### config.mk
export PLATFORM = sky130hd
export DESIGN_NAME = compact_length_prefix_codec
export DESIGN_NICKNAME = d
export VERILOG_FILES = /design/src/hw/rtl/clpc_pkg.sv /design/src/hw/rtl/clpc_front.sv /design/src/hw/rtl/clpc_queue.sv /design/src/hw/rtl/clpc_back.sv /design/src/hw/rtl/compact_length_prefix_codec.sv
export VERILOG_INCLUDE_DIRS = /design/src /design/src/hw/rtl
export SDC_FILE = /design/constraint.sdc
export NUM_CORES = 1
export LEC_CHECK = 0
export ABC_AREA = 0
export BUFFER_PORTS_ARGS = -buffer_cell sky130_fd_sc_hd__buf_2
export CAP_MARGIN = 20
export CORE_MARGIN = 5
export CORE_UTILIZATION = 40
export CTS_BUF_LIST = sky130_fd_sc_hd__clkbuf_4 sky130_fd_sc_hd__clkbuf_8 sky130_fd_sc_hd__clkbuf_16
export DETAILED_ROUTE_END_ITERATION = 12
export SLEW_MARGIN = 20
export SYNTH_ARGS = -nofsm -noshare
export SYNTH_HDL_FRONTEND = slang
export SYNTH_SLANG_ARGS = --single-unit
### constraint.sdc
create_clock -name aclk -period 6.05 [get_ports aclk]
set_input_delay 1.21 -clock aclk [delete_from_list [all_inputs] [get_ports aclk]]
set_output_delay 1.21 -clock aclk [all_outputs]
set_load 0.01 [all_outputs]
### src/hw/rtl/compact_length_prefix_codec_assert.svh
// Assertion macros for the length prefix codec
`ifndef COMPACT_LENGTH_PREFIX_CODEC_ASSERT_SVH
`define COMPACT_LENGTH_PREFIX_CODEC_ASSERT_SVH
`ifndef SYNTHESIS
`define CLPC_ASSERT(lbl, clk, rstn, prop) \
    lbl: assert property (@(posedge clk) disable iff (!rstn) prop) \
        else $error("%m: check failed");
`define CLPC_ASSERT_ALWAYS(lbl, clk, prop) \
    lbl: assert property (@(posedge clk) prop) else $error("%m: check failed");
`else
`define CLPC_ASSERT(lbl, clk, rstn, prop)
`define CLPC_ASSERT_ALWAYS(lbl, clk, prop)
`endif
`endif

### src/hw/rtl/clpc_pkg.sv
// Shared types and constants of the length prefix codec
`default_nettype none
package clpc_pkg;

    localparam int QUEUE_DEPTH = 4;

    localparam logic [1:0] FMT_COMPACT = 2'd0;
    localparam logic [1:0] FMT_LE      = 2'd1;
    localparam logic [1:0] FMT_BE      = 2'd2;

    localparam logic FUNC_ENCODE = 1'b0;
    localparam logic FUNC_DECODE = 1'b1;

    localparam logic [7:0] TAG_WIDE = 8'hE0;

    // One result run: cnt bytes taken MSB first from data
    typedef struct packed {
        logic [39:0] data;
        logic [2:0]  cnt;
        logic [31:0] value;
        logic        value_valid;
        logic        header_error;
    } job_t;

endpackage
`default_nettype wire

### src/hw/rtl/clpc_front.sv
// Front end: takes transfers, builds encode runs and tracks decoder state
`default_nettype none
module clpc_front (
    input  wire logic          aclk,
    input  wire logic          aresetn,
    input  wire logic          s_valid,
    output logic               s_ready,
    input  wire logic          s_func,
    input  wire logic [31:0]   s_value_in,
    input  wire logic [7:0]    s_byte_in,
    input  wire logic          cfg_wr_en,
    input  wire logic [1:0]    cfg_wr_data,
    input  wire logic          q_full,
    output logic               q_push,
    output clpc_pkg::job_t     q_job
);

    logic [1:0]  fmt_reg;
    logic [2:0]  pend_reg, pend_next;
    logic [31:0] acc_reg, acc_next;
    logic        accept;
    logic        dec_emit;
    logic [31:0] dec_value;
    logic        dec_err;
    logic [31:0] acc_shift;
    logic [31:0] enc_word;
    clpc_pkg::job_t enc_job, dec_job;

    assign s_ready   = !q_full;
    assign accept    = s_valid && s_ready;
    assign acc_shift = {acc_reg[23:0], s_byte_in};

    // Encoder: pick the run by format and magnitude
    always_comb begin
        enc_word = s_value_in;
        enc_job  = '0;
        priority if (fmt_reg == clpc_pkg::FMT_LE) begin
            enc_job.data = {s_value_in[7:0], s_value_in[15:8],
                            s_value_in[23:16], s_value_in[31:24], 8'h00};
            enc_job.cnt  = 3'd4;
        end else if (fmt_reg != clpc_pkg::FMT_COMPACT) begin
            enc_job.data = {s_value_in, 8'h00};
            enc_job.cnt  = 3'd4;
        end else if (s_value_in < 32'h0000_0080) begin
            enc_job.data = {s_value_in[7:0], 32'h0};
            enc_job.cnt  = 3'd1;
        end else if (s_value_in < 32'h0000_4000) begin
            enc_word     = s_value_in | 32'h0000_8000;
            enc_job.data = {enc_word[15:0], 24'h0};
            enc_job.cnt  = 3'd2;
        end else if (s_value_in < 32'h2000_0000) begin
            enc_word     = s_value_in | 32'hC000_0000;
            enc_job.data = {enc_word, 8'h00};
            enc_job.cnt  = 3'd4;
        end else begin
            enc_job.data = {clpc_pkg::TAG_WIDE, s_value_in};
            enc_job.cnt  = 3'd5;
        end
    end

    // Decoder state update
    always_comb begin
        pend_next = pend_reg;
        acc_next  = acc_reg;
        dec_emit  = 1'b0;
        dec_value = '0;
        dec_err   = 1'b0;
        if (fmt_reg == clpc_pkg::FMT_COMPACT) begin
            if (pend_reg == 3'd0) begin
                priority if (s_byte_in[7] == 1'b0) begin
                    dec_emit  = 1'b1;
                    dec_value = {24'h0, s_byte_in};
                    acc_next  = '0;
                end else if (s_byte_in[7:6] == 2'b10) begin
                    acc_next  = {26'h0, s_byte_in[5:0]};
                    pend_next = 3'd1;
                end else if (s_byte_in[7:5] == 3'b110) begin
                    acc_next  = {27'h0, s_byte_in[4:0]};
                    pend_next = 3'd3;
                end else if (s_byte_in[7:4] == 4'b1110) begin
                    acc_next  = '0;
                    pend_next = 3'd4;
                end else begin
                    acc_next  = '0;
                    dec_emit  = 1'b1;
                    dec_err   = 1'b1;
                end
            end else if (pend_reg == 3'd1) begin
                dec_emit  = 1'b1;
                dec_value = acc_shift;
                acc_next  = '0;
                pend_next = 3'd0;
            end else begin
                acc_next  = acc_shift;
                pend_next = pend_reg - 3'd1;
            end
        end else if (pend_reg == 3'd0 || pend_reg > 3'd3) begin
            acc_next  = {24'h0, s_byte_in};
            pend_next = 3'd3;
        end else begin
            if (fmt_reg == clpc_pkg::FMT_LE) begin
                unique case (pend_reg)
                    3'd3:    acc_next = acc_reg | {16'h0, s_byte_in, 8'h0};
                    3'd2:    acc_next = acc_reg | {8'h0, s_byte_in, 16'h0};
                    default: acc_next = acc_reg | {s_byte_in, 24'h0};
                endcase
            end else begin
                acc_next = acc_shift;
            end
            pend_next = pend_reg - 3'd1;
            if (pend_reg == 3'd1) begin
                dec_emit  = 1'b1;
                dec_value = acc_next;
                acc_next  = '0;
            end
        end
    end

    always_comb begin
        dec_job              = '0;
        dec_job.cnt          = 3'd1;
        dec_job.value        = dec_value;
        dec_job.value_valid  = !dec_err;
        dec_job.header_error = dec_err;
    end

    assign q_push = accept && (s_func == clpc_pkg::FUNC_ENCODE || dec_emit);
    assign q_job  = (s_func == clpc_pkg::FUNC_ENCODE) ? enc_job : dec_job;

    always_ff @(posedge aclk) begin
        if (!aresetn) begin
            fmt_reg  <= clpc_pkg::FMT_COMPACT;
            pend_reg <= '0;
            acc_reg  <= '0;
        end else if (cfg_wr_en) begin
            fmt_reg  <= cfg_wr_data;
            pend_reg <= '0;
            acc_reg  <= '0;
        end else if (accept && s_func == clpc_pkg::FUNC_DECODE) begin
            pend_reg <= pend_next;
            acc_reg  <= acc_next;
        end
    end

endmodule
`default_nettype wire

### src/hw/rtl/clpc_queue.sv
// Small queue of result runs between front and back end
`default_nettype none
`include "compact_length_prefix_codec_assert.svh"
module clpc_queue #(
    parameter int DEPTH = clpc_pkg::QUEUE_DEPTH
) (
    input  wire logic           aclk,
    input  wire logic           aresetn,
    input  wire logic           push,
    input  wire clpc_pkg::job_t push_job,
    output logic                full,
    input  wire logic           pop,
    output logic                empty,
    output clpc_pkg::job_t      pop_job
);

    localparam int PTR_W = (DEPTH > 1) ? $clog2(DEPTH) : 1;
    localparam int CNT_W = $clog2(DEPTH + 1);
    localparam logic [PTR_W-1:0] LAST_PTR = PTR_W'(DEPTH - 1);
    localparam logic [CNT_W-1:0] FULL_CNT = CNT_W'(DEPTH);

    clpc_pkg::job_t   entries [DEPTH];
    logic [PTR_W-1:0] wr_ptr_reg, rd_ptr_reg;
    logic [CNT_W-1:0] count_reg;
    logic             do_push, do_pop;

    assign full    = (count_reg == FULL_CNT);
    assign empty   = (count_reg == '0);
    assign do_push = push && !full;
    assign do_pop  = pop && !empty;
    assign pop_job = entries[rd_ptr_reg];

    always_ff @(posedge aclk) begin
        if (do_push) begin
            entries[wr_ptr_reg] <= push_job;
        end
    end

    always_ff @(posedge aclk) begin
        if (!aresetn) begin
            wr_ptr_reg <= '0;
            rd_ptr_reg <= '0;
            count_reg  <= '0;
        end else begin
            if (do_push) begin
                wr_ptr_reg <= (wr_ptr_reg == LAST_PTR) ? '0 : wr_ptr_reg + 1'b1;
            end
            if (do_pop) begin
                rd_ptr_reg <= (rd_ptr_reg == LAST_PTR) ? '0 : rd_ptr_reg + 1'b1;
            end
            if (do_push && !do_pop) begin
                count_reg <= count_reg + 1'b1;
            end else if (do_pop && !do_push) begin
                count_reg <= count_reg - 1'b1;
            end
        end
    end

    `CLPC_ASSERT(a_count_bound, aclk, aresetn, count_reg <= FULL_CNT)
    `CLPC_ASSERT(a_no_lost_push, aclk, aresetn, push |-> !full)
    `CLPC_ASSERT(a_pop_not_empty, aclk, aresetn, pop |-> !empty)

endmodule
`default_nettype wire

### src/hw/rtl/clpc_back.sv
// Back end: plays result runs out one byte per transfer
`default_nettype none
`include "compact_length_prefix_codec_assert.svh"
module clpc_back (
    input  wire logic           aclk,
    input  wire logic           aresetn,
    input  wire logic           q_empty,
    input  wire clpc_pkg::job_t q_job,
    output logic                q_pop,
    output logic                m_valid,
    input  wire logic           m_ready,
    output logic [7:0]          m_byte_out,
    output logic [31:0]         m_value_out,
    output logic                m_value_valid,
    output logic                m_last,
    output logic                m_header_error
);

    logic        m_valid_reg;
    logic [7:0]  byte_reg;
    logic [31:0] value_reg;
    logic        vvalid_reg, last_reg, err_reg;
    logic [39:0] cur_data_reg;
    logic [2:0]  cur_cnt_reg;
    logic        slot_free;

    assign slot_free = !m_valid_reg || m_ready;
    assign q_pop     = slot_free && (cur_cnt_reg == 3'd0) && !q_empty;

    always_ff @(posedge aclk) begin
        if (!aresetn) begin
            m_valid_reg <= 1'b0;
            cur_cnt_reg <= '0;
        end else if (slot_free) begin
            if (cur_cnt_reg != 3'd0) begin
                // rest of an encode run
                m_valid_reg  <= 1'b1;
                byte_reg     <= cur_data_reg[39:32];
                cur_data_reg <= {cur_data_reg[31:0], 8'h00};
                cur_cnt_reg  <= cur_cnt_reg - 3'd1;
                last_reg     <= (cur_cnt_reg == 3'd1);
                value_reg    <= '0;
                vvalid_reg   <= 1'b0;
                err_reg      <= 1'b0;
            end else if (!q_empty) begin
                m_valid_reg  <= 1'b1;
                byte_reg     <= q_job.data[39:32];
                cur_data_reg <= {q_job.data[31:0], 8'h00};
                cur_cnt_reg  <= q_job.cnt - 3'd1;
                last_reg     <= (q_job.cnt == 3'd1);
                value_reg    <= q_job.value;
                vvalid_reg   <= q_job.value_valid;
                err_reg      <= q_job.header_error;
            end else begin
                m_valid_reg <= 1'b0;
            end
        end
    end

    assign m_valid        = m_valid_reg;
    assign m_byte_out     = byte_reg;
    assign m_value_out    = value_reg;
    assign m_value_valid  = vvalid_reg;
    assign m_last         = last_reg;
    assign m_header_error = err_reg;

    `CLPC_ASSERT(a_run_has_head, aclk, aresetn, (cur_cnt_reg != 3'd0) |-> m_valid_reg)
    `CLPC_ASSERT(a_value_is_last, aclk, aresetn, (m_valid_reg && vvalid_reg) |-> last_reg)
    `CLPC_ASSERT(a_err_no_value, aclk, aresetn, (m_valid_reg && err_reg) |-> !vvalid_reg)
    `CLPC_ASSERT(a_no_pop_mid_run, aclk, aresetn, q_pop |-> (cur_cnt_reg == 3'd0))

endmodule
`default_nettype wire

### src/hw/rtl/compact_length_prefix_codec.sv
// Length prefix codec: accepts one item per cycle while the run queue has room;
// decode yields 0 or 1 result. Encode yields a run of 1, 2, 4 or 5 bytes.
// The run queue registers an input, then the back end registers its first byte.
// Throughput: output is one byte per cycle from the back end while m_ready is
// high, so long encode runs fill the queue and stall the input.
// Reset (aresetn low, synchronous) empties the queue and clears format and decoder.
`default_nettype none
module compact_length_prefix_codec #(
    parameter int QUEUE_DEPTH = clpc_pkg::QUEUE_DEPTH
) (
    input  wire logic        aclk,
    input  wire logic        aresetn,
    input  wire logic        s_valid,
    output logic             s_ready,
    input  wire logic        s_func,
    input  wire logic [31:0] s_value_in,
    input  wire logic [7:0]  s_byte_in,
    output logic             m_valid,
    input  wire logic        m_ready,
    output logic [7:0]       m_byte_out,
    output logic [31:0]      m_value_out,
    output logic             m_value_valid,
    output logic             m_last,
    output logic             m_header_error,
    input  wire logic        cfg_wr_en,
    input  wire logic [1:0]  cfg_wr_data
);

    logic           q_push, q_full, q_pop, q_empty;
    clpc_pkg::job_t push_job, pop_job;

    clpc_front u_front (
        .aclk        (aclk),
        .aresetn     (aresetn),
        .s_valid     (s_valid),
        .s_ready     (s_ready),
        .s_func      (s_func),
        .s_value_in  (s_value_in),
        .s_byte_in   (s_byte_in),
        .cfg_wr_en   (cfg_wr_en),
        .cfg_wr_data (cfg_wr_data),
        .q_full      (q_full),
        .q_push      (q_push),
        .q_job       (push_job)
    );

    clpc_queue #(
        .DEPTH (QUEUE_DEPTH)
    ) u_queue (
        .aclk     (aclk),
        .aresetn  (aresetn),
        .push     (q_push),
        .push_job (push_job),
        .full     (q_full),
        .pop      (q_pop),
        .empty    (q_empty),
        .pop_job  (pop_job)
    );

    clpc_back u_back (
        .aclk           (aclk),
        .aresetn        (aresetn),
        .q_empty        (q_empty),
        .q_job          (pop_job),
        .q_pop          (q_pop),
        .m_valid        (m_valid),
        .m_ready        (m_ready),
        .m_byte_out     (m_byte_out),
        .m_value_out    (m_value_out),
        .m_value_valid  (m_value_valid),
        .m_last         (m_last),
        .m_header_error (m_header_error)
    );

endmodule
`default_nettype wire
==> results of run 1 <==
[critical path: stages (launching register included)]
cell and delay, ps:
sky130_fd_sc_hd__dfxtp_1 730, sky130_fd_sc_hd__or2_2 700, sky130_fd_sc_hd__nand4_1 730, sky130_fd_sc_hd__a31oi_2 650, sky130_fd_sc_hd__and2_4 780, sky130_fd_sc_hd__buf_4 400
[per-layer routing]
metal	wire length, microns	vias up	track usage
met5	69	-	0
met4	1274	10	0.05057
met3	2053	104	0.02944
met2	20020	351	0.2634
met1	19340	5517	0.2386
li1	-	4964	-
[through the flow]
stage	area (sq um)	util	worst slack (ps)	cells	hold WS (ps)
final	21050	0.4549	1699	1930	462.4
after CTS	21050	0.4549	1706	1930	464.0
after global routing	21050	0.4549	1479	1930	484.7
after floorplan	18560	-	1444	1220	441.0
after global placement	19570	0.4230	1836	1851	455.2
after detailed placement	19570	0.4230	1717	1851	455.6
[Yosys cell counts, types with 21 or more instances]
master / number / area, sq um
sky130_fd_sc_hd__edfxtp_1: 383 / 11500
sky130_fd_sc_hd__nand2_1: 123 / 461.7
sky130_fd_sc_hd__mux4_2: 77 / 1734
sky130_fd_sc_hd__a21oi_1: 57 / 285.3
sky130_fd_sc_hd__and2_1: 56 / 350.3
sky130_fd_sc_hd__dfxtp_1: 50 / 1001
sky130_fd_sc_hd__clkbuf_1: 46 / 172.7
sky130_fd_sc_hd__nor2_1: 33 / 123.9
sky130_fd_sc_hd__inv_1: 28 / 105.1
sky130_fd_sc_hd__a211oi_1: 22 / 165.2
sky130_fd_sc_hd__buf_2: 22 / 110.1
sky130_fd_sc_hd__nor4_1: 21 / 131.4
[how the worst max path moves through the flow]
stage / from / end / slack [ps] / cells past startpoint
final: u_front.fmt_reg[0]$_SDFFE_PN0P_ / u_queue.entries[3][14]$_DFFE_PP_ / 1700 / 5
after global routing: u_front.fmt_reg[0]$_SDFFE_PN0P_ / u_queue.count_reg[2]$_SDFFE_PN0P_ / 1480 / 9
after CTS: u_front.fmt_reg[0]$_SDFFE_PN0P_ / u_queue.entries[3][9]$_DFFE_PP_ / 1710 / 5
after detailed placement: u_front.fmt_reg[0]$_SDFFE_PN0P_ / u_queue.entries[3][17]$_DFFE_PP_ / 1720 / 5
after global placement: u_front.fmt_reg[0]$_SDFFE_PN0P_ / u_queue.entries[3][17]$_DFFE_PP_ / 1840 / 5
after floorplan: s_byte_in[5] / u_queue.entries[0][0]$_DFFE_PP_ / 1440 / 5
[area by class of cell]
| class | count | area share |
|---|---|---|
| Tap cell | 607 | 0.03609 |
| Multi-Input combinational cell | 671 | 0.2654 |
| Timing Repair Buffer | 111 | 0.02866 |
| Clock inverter | 13 | 0.005767 |
| Inverter | 29 | 0.005172 |
| Sequential cell | 433 | 0.5944 |
| Clock buffer | 66 | 0.06451 |
[cells by family after synthesis]
kind of cell | count (synthesis) | share of synthesized area
mux | 84 | 0.09724
fa+ha+maj | 17 | 0.01187
flops | 433 | 0.6738
compound gates | 237 | 0.09676
xor+xnor | 4 | 0.001888
simple gates | 329 | 0.09157
buf+inv | 116 | 0.02690
[where the power goes]
group	switching, W	leakage [nW]	internal [W]
combinational	0.00111	2.34	0.000803
sequential	0.000203	3.95	0.00381
clock	0.00112	0.749	0.00161
==> results.md, run 1 <==
Outcome:
- The run finished with clean final reports.

Die:
- The total number of placement rows is 79.
- In this run the count of I/O pins placed on the die edge is 93.
- For this configuration, the core starts out at a cell density of 0.4011.
- The area inside the core boundary is 0.04626 sq mm.
- The floorplan die width is 225.4 microns.
- The height of the die is 225.4 microns.
- The die area is 0.05080 sq mm.

Global route:
- Entering global routing, the biggest net connects 78 pins.
- The number of global-route vias before repair is 11,080.
- In the global route stage, overall resource usage came out at 0.1667.
- The first global-routing pass estimated 66,320 microns of wire.
- The number of antenna violations at the first check in global routing was 5.
- The overall overflow remaining after global route is 0.

Timing:
- The final period utilization is 0.7192.
- The setup clock skew after layout is 12.56 ps.
- The clock period minus final worst setup slack is 4351 ps.
- The final count of hold timing violations is 0.
- Setup repair after global routing left no endpoint under its margin.
- The actual transition at the worst max-transition pin is 949.8 ps.
- Setup violations remaining at the end of the flow were counted as 0.
- The maximum clock frequency is 0.2298 GHz.
- The count of pins over their slew limit came to 0.
- The total negative setup slack is 0 ps.
- The worst-case headroom to the max-slew limit is 0.3668.

Layout:
- The sequential cells in the finished layout cover a total of 0.01251 sq mm.
- The top cell types in the final layout, fill and taps aside, are 383 x sky130_fd_sc_hd__edfxtp_1, 123 x sky130_fd_sc_hd__nand2_1, 92 x sky130_fd_sc_hd__buf_2, 77 x sky130_fd_sc_hd__mux4_2, 56 x sky130_fd_sc_hd__a21oi_1.
- From synthesis to final layout, the design area changed by 13.42%.
- The ratio of cells with drive above 1 in the final layout is 0.2237.
- The largest register by flop count is u_queue.entries.
- The register with the most flip-flops in the layout has 308 of them.
- The leading cell type in the layout, fill and taps excluded is sky130_fd_sc_hd__edfxtp_1.
- The antenna cell count is 0.
- The filler cells instantiated in the layout total 4,063.
- In the final layout, the multi-input gates occupy 0.005585 sq mm.
- The net total in the final layout is 1,355.

Worst setup path:
- In this run the critical register-to-register path is launched from u_front.fmt_reg[0]$_SDFFE_PN0P_.
- The worst path required time is 6300 ps.
- The startpoint kind of the worst setup timing path is a flip-flop.
- For the worst setup path, the data arrival time is 4600 ps.
- The maximum net fanout on the critical path is 48.
- The start-to-end type of the worst setup path is flip-flop to flip-flop.
- The internal reg-to-reg setup slack is 1700 ps.
- The worst register-to-register path ends at u_queue.entries[3][14]$_DFFE_PP_.
- The endpoint kind of the worst setup timing path is a flip-flop.
- Measured in cells, the most critical reg-to-reg path has a length of 5.

Synthesis:
- For this run, the register share of the synthesized area comes to 0.6738.
- The register bit total from synthesis is 433.
- The cell area that synthesis handed to floorplanning was 0.01856 sq mm.
- The most used flip-flop cell after synthesis is sky130_fd_sc_hd__edfxtp_1.
- The number of distinct standard cells referenced by the synthesized netlist is 77.
- The async set-or-reset flop fraction in the synthesized netlist is 0.
- The total number of yosys warnings is 0.
- The average footprint of a synthesized cell is 15.21 sq um.
- The number of nets in the synthesized netlist is 1,285.
- The number of enable flip-flop cells after synthesis is 383.
- The number of instances in the synthesized netlist is 1,220.

Drt:
- The detailed router placed 10,950 vias in this run.
- Dividing the detail-routed wire length by the instance count gives 22.16 microns.
- In the routed design, unresolved DRC markers number 0.
- The ratio of routed vias to standard cells is 5.672.
- In this run, the number of DRC markers left after iteration 0 of detailed routing was 1,191.
- The routed wire length is 42,760 microns.
- The count of nets left with antenna violations after detail routing is 0.
- The first-pass iteration count of the detailed router is 6.

Run:
- Max-cap violations in this run came to 0.

Clocking:
- The number of buffers added for setup after CTS is 0.
- The level count of the clock H-tree is 2.
- The tree is rooted in a sky130_fd_sc_hd__clkbuf_16.
- The number of hold buffers added after CTS is 0.
- The longest clock path from root to sink contains 3 buffers.
- The number of resized instances in the post-cts repair step is 0.
- After clock tree synthesis, the clock-pin slew on the worst setup and hold paths is 60 ps.
- The number of buffers created by CTS is 44.
- The worst-skew pair later-pin latency is 560 ps.
- The clock net in this run drives a total of 433 sinks.
- The clock tree from TritonCTS is done.

Worst hold path:
- The worst hold-check path type is flip-flop to flip-flop.
- Along the worst hold path, the cell count comes to 2.
- The hold path startpoint is u_back.cur_cnt_reg[1]$_SDFFE_PN0P_.
- The worst min-delay path endpoint is u_back.cur_cnt_reg[1]$_SDFFE_PN0P_.

Power:
- After layout, the design draws a total of 0.008651 W.
- For this design the ratio of total power to cell area is 411.1 mW/mm^2.
- The maximum resistive drop on vdd is 0.3240 mV.
- The leakage component of the power is 7.040 nW.

Placed design:
- The half-perimeter wire length of the detailed placement result is 26,880 microns.
- The weighted congestion reported at the end of routability-driven placement is 0.9157.
- In this run the tool buffered the top-level ports with 92 buffer cells.
(Power assumes the default switching activity.)
==> inputs of run 2 (changes only) <==
==> constraint.sdc (replaced) <==
create_clock -name aclk -period 3.8 [get_ports aclk]
set_input_delay 0.76 -clock aclk [delete_from_list [all_inputs] [get_ports aclk]]
set_output_delay 0.76 -clock aclk [all_outputs]
set_load 0.01 [all_outputs]
==> run 2 against run 1 <==
  * Clock power increased by 62%
  * Worst setup slack worse by 1100 ps
  * Non-clock buffer count is 20 higher
  * Die area unchanged
  * First-iteration DRC count fell by 31%
  * Global-route usage increased by 0.38 points
  * Combinational power increased by 71%
  * Critical path type unchanged
  * Critical endpoint is now u_queue.count_reg[2]$_SDFFE_PN0P_
  * Highest routed layer unchanged
==> results.md, run 2 (synthesis gave the netlist of run 1 again) <==
Layout:
- The ratio of cells with drive above 1 in the final layout is 0.2320.
- The largest register by flop count is u_queue.entries.
- The library cell used most frequently in the layout, excluding fill and tap cells, is sky130_fd_sc_hd__edfxtp_1.
- The area growth from synthesis to layout is 15.09%.
- The post-route non-filler standard cell count is 1,953.
- The post-route core utilization is 0.4616.
- The top cell types in the final layout, fill and taps aside, are 383 x sky130_fd_sc_hd__edfxtp_1, 123 x sky130_fd_sc_hd__nand2_1, 92 x sky130_fd_sc_hd__buf_2, 77 x sky130_fd_sc_hd__mux4_2, 57 x sky130_fd_sc_hd__a21oi_1.
- Fill cells in the final layout number 4,072.
- The flip-flop count of the largest register after layout is 308.
- The net total in the final layout is 1,375.

Timing:
- Hold timing on the final database bottoms out at a slack of 472.3 ps.
- The setup clock skew after layout is 18.02 ps.
- The final count of hold timing violations is 0.
- Dividing the final minimum period by the clock period gives 0.8477.
- The maximum clock frequency is 0.3105 GHz.
- The count of pins over their slew limit is 0.
- The total negative setup slack is 0 ps.
- Setup repair after global routing left no endpoint under its margin.
- The worst-case headroom to the max-slew limit is 0.3089.
- The clock period minus final worst setup slack is 3221 ps.
- The final setup violation count is 0.
- At the pin with the least slew margin, the transition time is 1037 ps.

Clocking:
- After clock tree synthesis, the clock-pin slew on the worst setup and hold paths is 70 ps.
- The clock reaches the later pin of the worst-skew pair after 560 ps.
- The number of resized instances in the post-cts repair step is 0.
- The number of hold buffers added after CTS was 0.
- The H-tree was split into 2 levels.
- TritonCTS built the clock tree.
- Buffers inserted during clock tree synthesis total 44.
- The buffer type at the clock tree root is sky130_fd_sc_hd__clkbuf_16.
- The deepest clock path buffer count is 3.
- Clock tree synthesis found a total of 433 sinks.
- The number of buffers added for setup after CTS is 0.

Worst hold path:
- The hold path startpoint is u_back.cur_cnt_reg[1]$_SDFFE_PN0P_.
- The cell depth of the worst hold path is 2.
- In this run the worst hold path is classified as flip-flop to flip-flop.
- The worst min-delay path endpoint is u_back.cur_cnt_reg[1]$_SDFFE_PN0P_.

Die:
- The die area is 0.05080 sq mm.
- The die is 225.4 microns wide.
- The die is 225.4 microns tall.
- The starting utilization of the core area is 0.4011.
- After floorplanning, the core was divided into 79 placement rows.
- The area inside the core boundary is 0.04626 sq mm.
- The number of top-level pins is 93.

Worst setup path:
- The startpoint kind of the worst setup timing path is a flip-flop.
- The data arrival time of the worst path is 3710 ps.
- The worst path required time is 4290 ps.
- The worst register-to-register path begins at u_front.pend_reg[0]$_SDFFE_PP0P_.
- The number of cells on the worst reg-to-reg path is 11.
- The maximum net fanout on the critical path is 11.
- The worst register-to-register path has a setup slack of 580 ps.
- The critical path goes through inv_1 -> ha_1 -> nor2_2 -> nand4_1 -> a31oi_2 -> ha_1 -> inv_1 -> fa_1 -> xor2_1 -> or3_1 -> a21boi_0.
- STA classifies the critical path endpoint as a flip-flop.
- The stage delay of the slowest cell on the critical path is 440 ps.
- The endpoint of the most critical register-to-register path is u_queue.count_reg[2]$_SDFFE_PN0P_.
- The worst setup path is of the flip-flop to flip-flop kind.
- The critical path's slowest cell is sky130_fd_sc_hd__fa_1.

Drt:
- The per-cell routed wire length is 22.29 microns.
- The routed wire length is 43,530 microns.
- The ratio of routed vias to standard cells is 5.610.
- The total via count after detailed routing is 10,960.
- The count of nets left with antenna violations after detail routing is 0.
- After detailed routing, the number of remaining DRC violations is 0.
- The count of routing violations after the opening detailed-route iteration is 824.
- The first-pass iteration count of the detailed router is 5.

Outcome:
- The flow ran to the end, and the final reports show no timing, DRC or antenna violations.

Power:
- Across the VDD grid, the largest voltage drop is 1.145 mV.
- The sum of internal, switching and leakage power is 0.01396 W.
- Summed over all cells, the static leakage comes to 7.172 nW.
- The power density over cell area is 653.9 mW/mm^2.

Global route:
- For this run, the total global-route usage over all layers was measured as 0.1706.
- The overall overflow remaining after global route is 0.
- The number of antenna violations at the first check in global routing is 3.
- Entering global routing, the biggest net connects 77 pins.
- The first global-routing pass estimated 66,890 microns of wire.
- The number of global-route vias before repair was 11,130.

Placed design:
- Once detailed placement completed, the half-perimeter wirelength came to 28,050 microns.
- In this run the tool buffered the top-level ports with 92 buffer cells.
- The post-placement cell count is 1,871.
- At the end of routability-driven placement, the weighted congestion stood at 0.9153.

Run:
- Across the run, the number of max-cap violations was 0.
[run 2: layout make-up]
cell class,count,area (sq um),area share
multi-input combinational,671,5582,0.2614
timing repair buffer,131,890.9,0.04172
inverter,29,108.9,0.005097
sequential,433,12510,0.5858
clock inverter,22,241.5,0.01131
clock buffer,59,1261,0.05906
tap,607,759.5,0.03556
antenna,1,2.502,0.0001172
[run 2: metal layers]
metal	track usage	part of all wire	vias up
met1	0.2408	0.44	5553
met3	0.03595	0.062	74
met5	0	0.00057	-
li1	-	-	5011
met2	0.2687	0.47	315
met4	0.05193	0.028	4
[run 2: power breakdown]
part           internal, W  switching (W)
clock network      0.00267        0.00175
logic              0.00135        0.00190
registers          0.00607       0.000223
total               0.0101        0.00387
[run 2: stage by stage]
step	area (sq um)	setup slack, ps
6_report	21360	578.9
5_1_grt	21350	353.7
4_1_cts	21350	595.1
3_5_place_dp	19850	559.3
3_3_place_gp	19850	564.4
2_1_floorplan	18560	330.4
[run 2: worst max-delay path by stage]
stage                                startpoint                                    end  slack [ps]
2_1_floorplan                           aresetn  u_back.cur_data_reg[10]$_SDFFCE_PN0P_         330
6_report       u_front.pend_reg[0]$_SDFFE_PP0P_      u_queue.count_reg[2]$_SDFFE_PN0P_         580
4_1_cts        u_front.pend_reg[0]$_SDFFE_PP0P_      u_queue.count_reg[2]$_SDFFE_PN0P_         600
3_3_place_gp                       s_byte_in[6]      u_queue.count_reg[2]$_SDFFE_PN0P_         560
3_5_place_dp                       s_byte_in[5]      u_queue.count_reg[2]$_SDFFE_PN0P_         560
5_1_grt        u_front.pend_reg[0]$_SDFFE_PP0P_      u_queue.count_reg[2]$_SDFFE_PN0P_         350
[run 2: worst max-delay path, delay by kind of cell, from the launching register on]
| kind | cells | cell delay [ps] |
|---|---|---|
| compound gates | 2 | 430 |
| buf+inv | 2 | 190 |
| fa+ha+maj | 3 | 1020 |
| xor+xnor | 1 | 180 |
| simple gates | 3 | 910 |
| flops | 1 | 410 |
